`config.mk`:
```
export PLATFORM = sky130hd
export DESIGN_NAME = fir_linear_convolution_unit_flat
export DESIGN_NICKNAME = d
export VERILOG_FILES = /design/src/firlc_pkg.sv /design/src/firlc_if.sv /design/src/firlc_mac.sv /design/src/fir_linear_convolution_unit.sv /design/src/flat_wrapper.sv
export SDC_FILE = /design/constraint.sdc
export NUM_CORES = 2
export LEC_CHECK = 0
export ABC_AREA = 1
export BUFFER_PORTS_ARGS = -buffer_cell sky130_fd_sc_hd__buf_2
export CAP_MARGIN = 20
export CORE_MARGIN = 4
export CORE_UTILIZATION = 55
export CTS_BUF_LIST = sky130_fd_sc_hd__clkbuf_16
export CTS_CLUSTER_DIAMETER = 100
export DETAILED_ROUTE_END_ITERATION = 10
export PLACE_DENSITY = 0.79
export SLEW_MARGIN = 20
export SYNTH_ARGS = -nofsm -noshare
export SYNTH_HDL_FRONTEND = slang
export SYNTH_HIERARCHICAL = 1
export SYNTH_SLANG_ARGS = --single-unit
```
`constraint.sdc`:
```
create_clock -name clk_i -period 5.9 [get_ports clk_i]
set_input_delay 1.77 -clock clk_i [delete_from_list [all_inputs] [get_ports clk_i]]
set_output_delay 1.77 -clock clk_i [all_outputs]
set_load 0.03 [all_outputs]
```
`src/firlc_pkg.sv`:
```
// Shared constants, codes and types for the FIR linear convolution unit.
// No dependencies; every other source file imports this package.
package firlc_pkg;

  localparam int MAX_TAPS    = 64;
  localparam int TAP_W       = $clog2(MAX_TAPS);
  localparam int CNT_W       = $clog2(MAX_TAPS + 1);
  localparam int SAMPLE_BITS = 16;
  localparam int PROD_W      = 2 * SAMPLE_BITS;
  localparam int SUM_W       = 40;
  localparam int TAPCFG_W    = 7;
  localparam int STRIDE_W    = 4;
  localparam int MAX_STRIDE  = 8;
  localparam int FPOS_W      = 3;
  localparam int COEFF_IDX_W = 6;
  localparam int CFG_IDX_W   = 1;
  localparam int CFG_DATA_W  = 7;

  typedef enum logic {
    ACT_LOAD   = 1'b0,
    ACT_SAMPLE = 1'b1
  } action_e;

  localparam logic [CFG_IDX_W-1:0] REG_TAP_COUNT      = 1'b0;
  localparam logic [CFG_IDX_W-1:0] REG_CHANNEL_STRIDE = 1'b1;

  // Control from the sequencer to the multiply-accumulate unit.
  typedef struct packed {
    logic clear;   // start a new sum of products
    logic valid;   // operands of one tap are present
  } mac_ctrl_t;

endpackage

```
`src/firlc_if.sv`:
```
// Valid/ready channel interfaces for the input and result streams.
// Depends on firlc_pkg for field widths.
interface firlc_in_if import firlc_pkg::*; ();
  logic                          valid;
  logic                          ready;
  logic                          action;
  logic [COEFF_IDX_W-1:0]        coeff_index;
  logic signed [SAMPLE_BITS-1:0] value;
  logic                          last_sample;

  modport source (output valid, action, coeff_index, value, last_sample, input ready);
  modport sink   (input valid, action, coeff_index, value, last_sample, output ready);
endinterface

interface firlc_out_if import firlc_pkg::*; ();
  logic                    valid;
  logic                    ready;
  logic signed [SUM_W-1:0] sum;
  logic                    end_of_run;

  modport source (output valid, sum, end_of_run, input ready);
  modport sink   (input valid, sum, end_of_run, output ready);
endinterface

```
`src/firlc_mac.sv`:
```
// Two-stage multiply-accumulate: registered product, then 40-bit accumulator.
// Depends on firlc_pkg.
module firlc_mac import firlc_pkg::*; (
  input  logic                          clk_i,
  input  logic                          rst_ni,
  input  mac_ctrl_t                     ctrl_i,
  input  logic signed [SAMPLE_BITS-1:0] sample_i,
  input  logic signed [SAMPLE_BITS-1:0] coeff_i,
  output logic signed [SUM_W-1:0]       acc_o,
  output logic                          busy_o
);

  logic signed [PROD_W-1:0] prod_q;
  logic                     prod_valid_q;
  logic signed [SUM_W-1:0]  acc_q;

  always_ff @(posedge clk_i or negedge rst_ni) begin
    if (!rst_ni) begin
      prod_valid_q <= 1'b0;
    end else begin
      prod_valid_q <= ctrl_i.valid;
    end
  end

  always_ff @(posedge clk_i) begin
    prod_q <= sample_i * coeff_i;
    if (ctrl_i.clear) begin
      acc_q <= '0;
    end else if (prod_valid_q) begin
      acc_q <= acc_q + SUM_W'(prod_q);
    end
  end

  assign acc_o  = acc_q;
  assign busy_o = prod_valid_q;

endmodule

```
`src/fir_linear_convolution_unit.sv`:
```
// Streaming full linear convolution with a kernel of up to MAX_TAPS taps.
// A filtered sample's sum is formed tap by tap through the memory read stage, the product
// register and the accumulator; each tail sum of a flush starts once the previous one is loaded.
// Throughput is set by the single shared multiplier, one tap per cycle from two memories while
// a sum is formed. Reset (rst_ni, asynchronous, active low) empties
// the delay line, zeroes the frame position and sets tap_count 64 and channel_stride 1.
module fir_linear_convolution_unit import firlc_pkg::*; (
  input  logic                  clk_i,
  input  logic                  rst_ni,
  input  logic                  cfg_we_i,
  input  logic [CFG_IDX_W-1:0]  cfg_idx_i,
  input  logic [CFG_DATA_W-1:0] cfg_wdata_i,
  firlc_in_if.sink              in_i,
  firlc_out_if.source           out_o
);

  // Sequencer states.
  localparam logic [1:0] ST_IDLE  = 2'd0;
  localparam logic [1:0] ST_SUM   = 2'd1;
  localparam logic [1:0] ST_DRAIN = 2'd2;
  localparam logic [1:0] ST_OUT   = 2'd3;

  // Configuration registers.
  logic [TAPCFG_W-1:0] tap_count_q;
  logic [STRIDE_W-1:0] stride_q;

  always_ff @(posedge clk_i or negedge rst_ni) begin
    if (!rst_ni) begin
      tap_count_q <= TAPCFG_W'(MAX_TAPS);
      stride_q    <= STRIDE_W'(1);
    end else if (cfg_we_i) begin
      case (cfg_idx_i)
        REG_TAP_COUNT:      tap_count_q <= cfg_wdata_i[TAPCFG_W-1:0];
        REG_CHANNEL_STRIDE: stride_q    <= cfg_wdata_i[STRIDE_W-1:0];
        default: ;
      endcase
    end
  end

  // Effective tap count and stride, with out-of-range values clamped.
  logic [CNT_W-1:0]    taps;
  logic [STRIDE_W-1:0] stride_eff;

  always_comb begin
    if (tap_count_q == '0) begin
      taps = CNT_W'(1);
    end else if (tap_count_q > TAPCFG_W'(MAX_TAPS)) begin
      taps = CNT_W'(MAX_TAPS);
    end else begin
      taps = CNT_W'(tap_count_q);
    end
    if (stride_q == '0) begin
      stride_eff = STRIDE_W'(1);
    end else if (stride_q > STRIDE_W'(MAX_STRIDE)) begin
      stride_eff = STRIDE_W'(MAX_STRIDE);
    end else begin
      stride_eff = stride_q;
    end
  end

  // Sequencer state.
  logic [1:0]        state_q, state_d;
  logic [CNT_W-1:0]  k_q, k_d;          // next tap to read
  logic [TAP_W-1:0]  wp_q, wp_d;        // delay line head in the circular buffer
  logic [FPOS_W-1:0] fpos_q, fpos_d;
  logic [CNT_W-1:0]  flush_q, flush_d;  // tail sums still to produce
  logic              last_run_q, last_run_d;
  logic              st1_v_q;           // memory read stage holds a tap

  logic                          in_fire;
  logic                          issue;
  logic                          kwe;
  logic                          dwe;
  logic signed [SAMPLE_BITS-1:0] dwdata;
  logic                          clr_valid;
  logic                          mac_clear;
  logic                          out_load;
  logic                          mac_busy;
  logic [STRIDE_W-1:0]           fpos_p1;
  logic [FPOS_W-1:0]             fpos_next;
  logic [TAP_W-1:0]              waddr;
  logic [TAP_W-1:0]              raddr;

  assign in_i.ready = (state_q == ST_IDLE);
  assign in_fire    = in_i.valid && in_i.ready;

  // Frame position advances on every sample transaction and wraps at the stride; a last sample resets it.
  assign fpos_p1   = STRIDE_W'(fpos_q) + STRIDE_W'(1);
  assign fpos_next = (fpos_p1 >= stride_eff) ? '0 : fpos_p1[FPOS_W-1:0];

  // Shifting into the delay line moves the head back by one entry; tap k of the
  // line sits k entries past the head.
  assign waddr = wp_q - TAP_W'(1);
  assign raddr = wp_q + k_q[TAP_W-1:0];

  always_comb begin
    state_d    = state_q;
    k_d        = k_q;
    wp_d       = wp_q;
    fpos_d     = fpos_q;
    flush_d    = flush_q;
    last_run_d = last_run_q;
    issue      = 1'b0;
    kwe        = 1'b0;
    dwe        = 1'b0;
    dwdata     = '0;
    clr_valid  = 1'b0;
    mac_clear  = 1'b0;
    out_load   = 1'b0;
    case (state_q)
      ST_IDLE: begin
        if (in_fire) begin
          if (in_i.action == ACT_LOAD) begin
            kwe = 1'b1;
          end else begin
            fpos_d = in_i.last_sample ? '0 : fpos_next;
            if (fpos_q == '0) begin
              // Filtered sample: shift it in and sum over the taps.
              dwe        = 1'b1;
              dwdata     = in_i.value;
              flush_d    = in_i.last_sample ? taps - CNT_W'(1) : '0;
              last_run_d = in_i.last_sample;
              wp_d       = waddr;
              k_d        = '0;
              mac_clear  = 1'b1;
              state_d    = ST_SUM;
            end else if (in_i.last_sample) begin
              // A skipped sample that ends the signal still flushes the tail.
              if (taps > CNT_W'(1)) begin
                dwe        = 1'b1;
                flush_d    = taps - CNT_W'(2);
                last_run_d = 1'b1;
                wp_d       = waddr;
                k_d        = '0;
                mac_clear  = 1'b1;
                state_d    = ST_SUM;
              end else begin
                clr_valid = 1'b1;
              end
            end
          end
        end
      end
      ST_SUM: begin
        if (k_q < taps) begin
          issue = 1'b1;
          k_d   = k_q + CNT_W'(1);
        end else begin
          state_d = ST_DRAIN;
        end
      end
      ST_DRAIN: begin
        if (!st1_v_q && !mac_busy) begin
          state_d = ST_OUT;
        end
      end
      ST_OUT: begin
        if (!out_o.valid || out_o.ready) begin
          out_load = 1'b1;
          if (flush_q != '0) begin
            // Next tail sum: shift a zero in and sum again.
            dwe       = 1'b1;
            flush_d   = flush_q - CNT_W'(1);
            wp_d      = waddr;
            k_d       = '0;
            mac_clear = 1'b1;
            state_d   = ST_SUM;
          end else begin
            if (last_run_q) begin
              clr_valid = 1'b1;
            end
            state_d = ST_IDLE;
          end
        end
      end
      default: begin
        state_d = ST_IDLE;
      end
    endcase
  end

  always_ff @(posedge clk_i or negedge rst_ni) begin
    if (!rst_ni) begin
      state_q    <= ST_IDLE;
      k_q        <= '0;
      wp_q       <= '0;
      fpos_q     <= '0;
      flush_q    <= '0;
      last_run_q <= 1'b0;
      st1_v_q    <= 1'b0;
    end else begin
      state_q    <= state_d;
      k_q        <= k_d;
      wp_q       <= wp_d;
      fpos_q     <= fpos_d;
      flush_q    <= flush_d;
      last_run_q <= last_run_d;
      st1_v_q    <= issue;
    end
  end

  // Kernel memory: written by coefficient loads, read one tap per cycle.
  logic signed [SAMPLE_BITS-1:0] kmem [MAX_TAPS];
  logic signed [SAMPLE_BITS-1:0] kdat_q;

  always_ff @(posedge clk_i) begin
    if (kwe) begin
      kmem[TAP_W'(in_i.coeff_index)] <= in_i.value;
    end
    kdat_q <= kmem[k_q[TAP_W-1:0]];
  end

  // Delay line memory as a circular buffer. A per-entry valid bit makes an
  // entry read as zero until it is written after reset or after a flush.
  logic signed [SAMPLE_BITS-1:0] dmem [MAX_TAPS];
  logic signed [SAMPLE_BITS-1:0] ddat_q;
  logic [MAX_TAPS-1:0]           dvalid_q;
  logic                          dval_q;

  always_ff @(posedge clk_i) begin
    if (dwe) begin
      dmem[waddr] <= dwdata;
    end
    ddat_q <= dmem[raddr];
  end

  always_ff @(posedge clk_i or negedge rst_ni) begin
    if (!rst_ni) begin
      dvalid_q <= '0;
      dval_q   <= 1'b0;
    end else begin
      if (clr_valid) begin
        dvalid_q <= '0;
      end else if (dwe) begin
        dvalid_q[waddr] <= 1'b1;
      end
      dval_q <= dvalid_q[raddr];
    end
  end

  // Shared multiply-accumulate.
  mac_ctrl_t                     mac_ctrl;
  logic signed [SAMPLE_BITS-1:0] mac_sample;
  logic signed [SUM_W-1:0]       mac_acc;

  assign mac_ctrl.clear = mac_clear;
  assign mac_ctrl.valid = st1_v_q;
  assign mac_sample     = dval_q ? ddat_q : '0;

  firlc_mac u_mac (
    .clk_i    (clk_i),
    .rst_ni   (rst_ni),
    .ctrl_i   (mac_ctrl),
    .sample_i (mac_sample),
    .coeff_i  (kdat_q),
    .acc_o    (mac_acc),
    .busy_o   (mac_busy)
  );

  // Output register; it frees the sequencer to accept the next input
  // transaction while a finished sum waits to be taken.
  logic                    out_valid_q;
  logic signed [SUM_W-1:0] sum_q;
  logic                    eor_q;

  always_ff @(posedge clk_i or negedge rst_ni) begin
    if (!rst_ni) begin
      out_valid_q <= 1'b0;
    end else if (out_load) begin
      out_valid_q <= 1'b1;
    end else if (out_o.ready) begin
      out_valid_q <= 1'b0;
    end
  end

  always_ff @(posedge clk_i) begin
    if (out_load) begin
      sum_q <= mac_acc;
      eor_q <= last_run_q && (flush_q == '0);
    end
  end

  assign out_o.valid      = out_valid_q;
  assign out_o.sum        = sum_q;
  assign out_o.end_of_run = eor_q;

endmodule

```
`src/flat_wrapper.sv`:
```
// flat-port wrapper written by rule: the top's interface ports become plain ports
module fir_linear_convolution_unit_flat import firlc_pkg::*;
  (clk_i, rst_ni, cfg_we_i, cfg_idx_i, cfg_wdata_i, in_i_valid, in_i_action, in_i_coeff_index, in_i_value, in_i_last_sample, in_i_ready, out_o_valid, out_o_sum, out_o_end_of_run, out_o_ready);
  firlc_in_if in_i_i ();
  firlc_out_if out_o_i ();
  input  logic clk_i;
  input  logic rst_ni;
  input  logic cfg_we_i;
  input  logic [CFG_IDX_W-1:0] cfg_idx_i;
  input  logic [CFG_DATA_W-1:0] cfg_wdata_i;
  input wire logic [$bits(in_i_i.valid)-1:0] in_i_valid;
  input wire logic [$bits(in_i_i.action)-1:0] in_i_action;
  input wire logic [$bits(in_i_i.coeff_index)-1:0] in_i_coeff_index;
  input wire logic [$bits(in_i_i.value)-1:0] in_i_value;
  input wire logic [$bits(in_i_i.last_sample)-1:0] in_i_last_sample;
  output wire logic [$bits(in_i_i.ready)-1:0] in_i_ready;
  output wire logic [$bits(out_o_i.valid)-1:0] out_o_valid;
  output wire logic [$bits(out_o_i.sum)-1:0] out_o_sum;
  output wire logic [$bits(out_o_i.end_of_run)-1:0] out_o_end_of_run;
  input wire logic [$bits(out_o_i.ready)-1:0] out_o_ready;
  assign in_i_i.valid = in_i_valid;
  assign in_i_i.action = in_i_action;
  assign in_i_i.coeff_index = in_i_coeff_index;
  assign in_i_i.value = in_i_value;
  assign in_i_i.last_sample = in_i_last_sample;
  assign in_i_ready = in_i_i.ready;
  assign out_o_valid = out_o_i.valid;
  assign out_o_sum = out_o_i.sum;
  assign out_o_end_of_run = out_o_i.end_of_run;
  assign out_o_i.ready = out_o_ready;
  fir_linear_convolution_unit u_core (.clk_i(clk_i), .rst_ni(rst_ni), .cfg_we_i(cfg_we_i), .cfg_idx_i(cfg_idx_i), .cfg_wdata_i(cfg_wdata_i), .in_i(in_i_i), .out_o(out_o_i));
endmodule
```
### Word level (Yosys, flattened, before mapping)

Memories as Yosys holds them, arrays and structs flattened. A register that Yosys moved wholly into a read port is not among the register bits.
Cells that the tools add are included.

* output and inout port bits: 43
* logic and storage cells: 163
* input bits: 37
* register bits after elaboration: 218
* RAM bits: 2048
* memories kept: 2

Memory list
* u_core.dmem: depth 64, bits a word 16, rd ports 1, clocked after memory_dff 1, write ports 1, line fir_linear_convolution_unit.sv:215 `logic signed [SAMPLE_BITS-1:0] dmem [MAX_TAPS];`
* u_core.kmem: depth 64, bits a word 16, rd ports 1, clocked after memory_dff 1, write ports 1, line fir_linear_convolution_unit.sv:203 `logic signed [SAMPLE_BITS-1:0] kmem [MAX_TAPS];`

* mux-type cells: 86
* reductions and logical operators: 27
* bitwise gates (word level): 2
* multipliers: 1
* magnitude comparators: 8
* add/subtract/negate cells: 8
* equal/unequal tests: 12

Operator list (number)
* 2-to-1 mux 64 bit: 2
* 2-to-1 mux 7 bit: 18
* 2-to-1 mux 16 bit: 5
* bitwise OR 64 bit: 1
* 2-to-1 mux 6 bit: 7
* adder 40 x 32 -> 40 bit: 1
* 2-to-1 mux 1 bit: 34
* multiplier 16 x 16 -> 32 bit: 1
* one-hot mux 7 bit (3 select lines): 1
* 2-to-1 mux 2 bit: 8
* logical NOT 7 bit: 2
* < comparator 6 x 7 -> 1 bit, second input constant: 2
* one-hot mux 7 bit (2 select lines): 1
* AND reduction 7 bit: 2
* subtractor 7 x 1 -> 7 bit, second input constant: 2
* one-hot mux 6 bit (2 select lines): 1
* nonzero test 2 bit: 5
* 2-to-1 mux 4 bit: 2
* != test 2 x 1 -> 1 bit, second input constant: 4
* one-hot mux 2 bit (4 select lines): 1
* AND reduction 8 bit: 1
* adder 7 x 1 -> 7 bit, second input constant: 1
* > comparator 7 x 1 -> 1 bit, second input constant: 1
* > comparator 7 bit, second input constant: 1
* 28 further kinds: 40

### Depth between registers and ports, before layout

* word-level depth: 12
* mapped depth: 28
* gate-level depth less buffers: 25

### Modules after synthesis

Netlist, hierarchy kept.

By module, submodules not included
* fir_linear_convolution_unit: area an instance 89415.8 sq um, times used 1, sequential area each 65975.8 sq um, cells an instance 7061
* firlc_mac: area an instance 15513.6 sq um, times used 1, sequential area each 1466.4 sq um, cells an instance 2163

### Worst setup path before layout

OpenSTA, ideal clock, no wires.

* path type: reg-to-reg
* from: reg u_core.dval_q
* to: reg u_core.u_mac.prod_q[25]
* clock period less this slack: 5.943 ns
* cell stages (with the launch flop): 28
* library setup time: 0.119 ns
* arrival: 5.824 ns
* required time: 5.781 ns
* setup slack: -0.043 ns
* path buffers: 4
* cell sequence: dfrtp_1 clkbuf_1 clkbuf_1 nand2_1 inv_1 clkbuf_1 clkbuf_1 nand2_1 fa_1 inv_1 fa_1 inv_1 fa_1 inv_1 fa_1 fa_1 inv_1 fa_1 inv_1 ha_1 nand2_1 inv_1 nand3_1 nor3_1 nand4_1 nand3_1 a21oi_1 xnor2_1

* cells in the longest elaborated chain, start to end: 2

Ends and longest elaborated chain
* start: declaration: line fir_linear_convolution_unit.sv:218 `logic dval_q;`
* start signal: assignment: line fir_linear_convolution_unit.sv:237 `dval_q <= dvalid_q[raddr];`
* 2-to-1 mux 16 bit: line fir_linear_convolution_unit.sv:248 `assign mac_sample = dval_q ? ddat_q : '0;`
* via u_core.mac_sample[7]: line fir_linear_convolution_unit.sv:243 `logic signed [SAMPLE_BITS-1:0] mac_sample;`
* multiplier 16 x 16 -> 32 bit: line firlc_mac.sv:26 `prod_q <= sample_i * coeff_i;`
* end signal: assignment: line firlc_mac.sv:26
* end: declaration: line firlc_mac.sv:13 `logic signed [PROD_W-1:0] prod_q;`

The timed path passes the listed nets, and every way through them passes these cells.
A chain may end at the register's enable or synchronous reset.

### Worst setup path after layout

* from: reg u_core.dval_q
* to: reg u_core.u_mac.prod_q[29]

The elaborated chain is that of the path after synthesis.

==> run metrics <==
average cell area after synthesis 11.38 µm²; vias per cell 6.106; number of design rule violations left after detail routing 0; largest net degree at the start of global routing 227; R2R Path Start u_core/dval_q; number of top-level pins 80; synthesized netlist net count 9674; cell family with the largest share of critical-path delay adder cells; number of distinct library cells after synthesis 60; CTS tree done; Min-Delay Path Depth 0; post-synthesis instance total 9224; cell occurring most often along the worst timing path sky130_fd_sc_hd__nand2_1; worst path required time 6680 ps; via count of the first global-routing pass 71750; Die W 444.8 µm; effective utilization at floorplan 55.23%; fill cell count 14160; area occupied by multi-input gates 0.03238 mm²; Hold Violations, Final 0; drt initial violations 9534; total global routing overflow 0; Final ANT Viol Nets 0; worst hold path class reg2reg; cts-stage hold buffer count 0; max-capacitance violation count 0; CP bufs+invs 7; routability congestion estimate from global placement 0.9371; synthesis-stage register bit count 2298; FFs w/ async S/R, synth 4.569%; Die Outline Area 0.1978 mm²; origin of the worst min-delay path u_core/st1_v_q; clock latency on the worst-skew pair 900 ps; Max-slew headroom 23.98%; status finished clean; area growth from synthesis to layout 10.38%; slew at the pin closest to its max-slew limit 1140 ps; highest fanout seen on the critical path 12; Final #Nets 9682; Max Slew Vio Count 0; buffer depth of the longest clock path 3; WHS Endpoint u_core/u_mac/busy_o; endpoints failing setup 0; Inserted Clock Buffers 219; maximum frequency from static timing analysis 177.7 MHz; Buffers on Ports 79; most common library cell in the layout ignoring fill and taps sky130_fd_sc_hd__edfxtp_1; global-route wire length before repair 425.5 mm; flip-flop and latch area 0.06746 mm²; Critical Path AT 6410 ps; post-detailed-placement half-perimeter wirelength 170.0 mm; Slowest Stage Delay on Critical Path 500 ps; number of antenna violations at the first check in global routing 14; standard-cell row count 160; H-tree level count 4; Routed WL 281.6 mm; setup repair after global routing missed its margin true; clock sinks 2298; Post-Synthesis Cell Area 0.1049 mm²; worst clock skew 94.36 ps; Primary FF master, synth sky130_fd_sc_hd__edfxtp_1; commonest cells after routing, fill and taps aside 2089 x sky130_fd_sc_hd__edfxtp_1, 1629 x sky130_fd_sc_hd__nor2_1, 1098 x sky130_fd_sc_hd__o21ai_0; detail-routed net length per standard cell 23.59 µm; fraction of layout cells with a size suffix above 1 8.938%; CTS Root Buffer Type sky130_fd_sc_hd__clkbuf_16; crit path capture type flip-flop; final cycle utilization of the critical path 95.36%; count of cells along the worst register-to-register path 25; final sum of negative setup slack 0 ps; vertical die dimension 444.8 µm; number of enable flip-flop cells after synthesis 2089; type of the worst setup path reg2reg; worst-case register-to-register setup slack 270 ps; Placeable Area 0.1900 mm²; Synth Warn # 6; clk slew on worst S/H paths 60 ps; router iterations before antenna repair 7; routed via count 72900; Critical Path Slowest Stage Cell sky130_fd_sc_hd__fa_1; sequential share of the synthesized area 64.27%; Overall Global Routing Usage 28.03%; crit path time final 5626 ps; worst r2r dst u_core/u_mac/prod_q[29]; launching element type of the critical path flip-flop
cell usage after synthesis, drive strengths merged, types with 2 or more instances:
library cell | instances | area share, %
ha | 149 | 1.8
a31o | 3 | 0.025
dfrtp | 103 | 2.5
a21o | 5 | 0.036
buf | 201 | 1.1
o22ai | 138 | 0.82
clkbuf | 343 | 1.2
o21ai | 1166 | 5.6
nor2 | 1655 | 5.9
nand4 | 56 | 0.34
fa | 264 | 5.0
o211ai | 262 | 1.9
o21bai | 15 | 0.12
dfxtp | 104 | 2.0
o21a | 2 | 0.014
a211oi | 4 | 0.029
nand2 | 884 | 3.2
a21boi | 6 | 0.054
nor3b | 2 | 0.024
a21oi | 212 | 1.3
o221ai | 123 | 1.0
edfxtp | 2089 | 60
inv | 799 | 2.9
xor2 | 48 | 0.45
xnor2 | 25 | 0.21
nor3 | 23 | 0.12
dfstp | 2 | 0.050
or2 | 10 | 0.060
nand3 | 523 | 2.5
through the flow:
stage	instance area, µm²	setup WS [ps]	util [%]	instances	hold WS, ps
after floorplan	104900	32.02	-	9224	348.8
after global placement	108400	-0.06084	57.07	11520	357.3
after detailed placement	108400	-21.84	57.08	11520	354.1
after CTS	115700	37.86	60.88	11930	303.1
after global routing	115800	-15.24	60.95	11930	318.8
final	115800	273.6	60.96	11940	302.9
how the worst max path moves through the flow:
stage | start | end | cells after the start
floorplan | u_core/dval_q | u_core/u_mac/prod_q[25] | 27
global placement | u_core/dval_q | u_core/u_mac/prod_q[31] | 23
detailed placement | u_core/dval_q | u_core/u_mac/prod_q[31] | 23
CTS | u_core/dval_q | u_core/u_mac/prod_q[31] | 23
global route | u_core/dval_q | u_core/u_mac/prod_q[22] | 26
finish | u_core/dval_q | u_core/u_mac/prod_q[29] | 25
per-layer routing:
metal	up-vias	track usage [%]	share of wire, %
li1	32200	-	-
met1	35460	37.03	37
met2	4450	44.22	46
met3	789	6.730	12
met4	8	13.07	4.9
met5	-	0	0.018
state kept, by name, summed over array words and instances, names as in the netlist, 6 cells and up:
signal / cells
u_core/dmem: 1024
u_core/flush_q: 7
u_core/kmem: 1024
u_core/k_q: 7
u_core/wp_q: 6
u_core/out_o.sum: 40
u_core/kdat_q: 16
u_core/dvalid_q: 64
u_core/tap_count_q: 7
u_core/u_mac/acc_o: 40
u_core/ddat_q: 16
u_core/u_mac/prod_q: 32
cell type report:
| type | instances | area share (%) |
|---|---|---|
| Sequential cell | 2298 | 58.24 |
| Timing Repair Buffer | 331 | 2.225 |
| Multi-Input combinational cell | 5582 | 27.95 |
| Tap cell | 2511 | 2.713 |
| Clock buffer | 221 | 4.775 |
| Clock inverter | 188 | 1.459 |
| Antenna cell | 9 | 0.01945 |
| Inverter | 800 | 2.612 |
logic make-up after synthesis:
| kind of cell | after synthesis | share of synthesized area [%] |
|---|---|---|
| mux | 1 | 0.01073 |
| xor+xnor | 73 | 0.6558 |
| simple gates | 3156 | 12.23 |
| compound gates | 1939 | 10.88 |
| buf+inv | 1344 | 5.143 |
| flops | 2298 | 64.27 |
| fa+ha+maj | 413 | 6.813 |
timing repair:
action                     CTS  global route
setup endpoints to repair    0            14
resized for setup            0            36
setup buffers                0             1
Power is not shown: default switching activity piles up to over one toggle a cycle in this logic, so the estimate is an artifact.
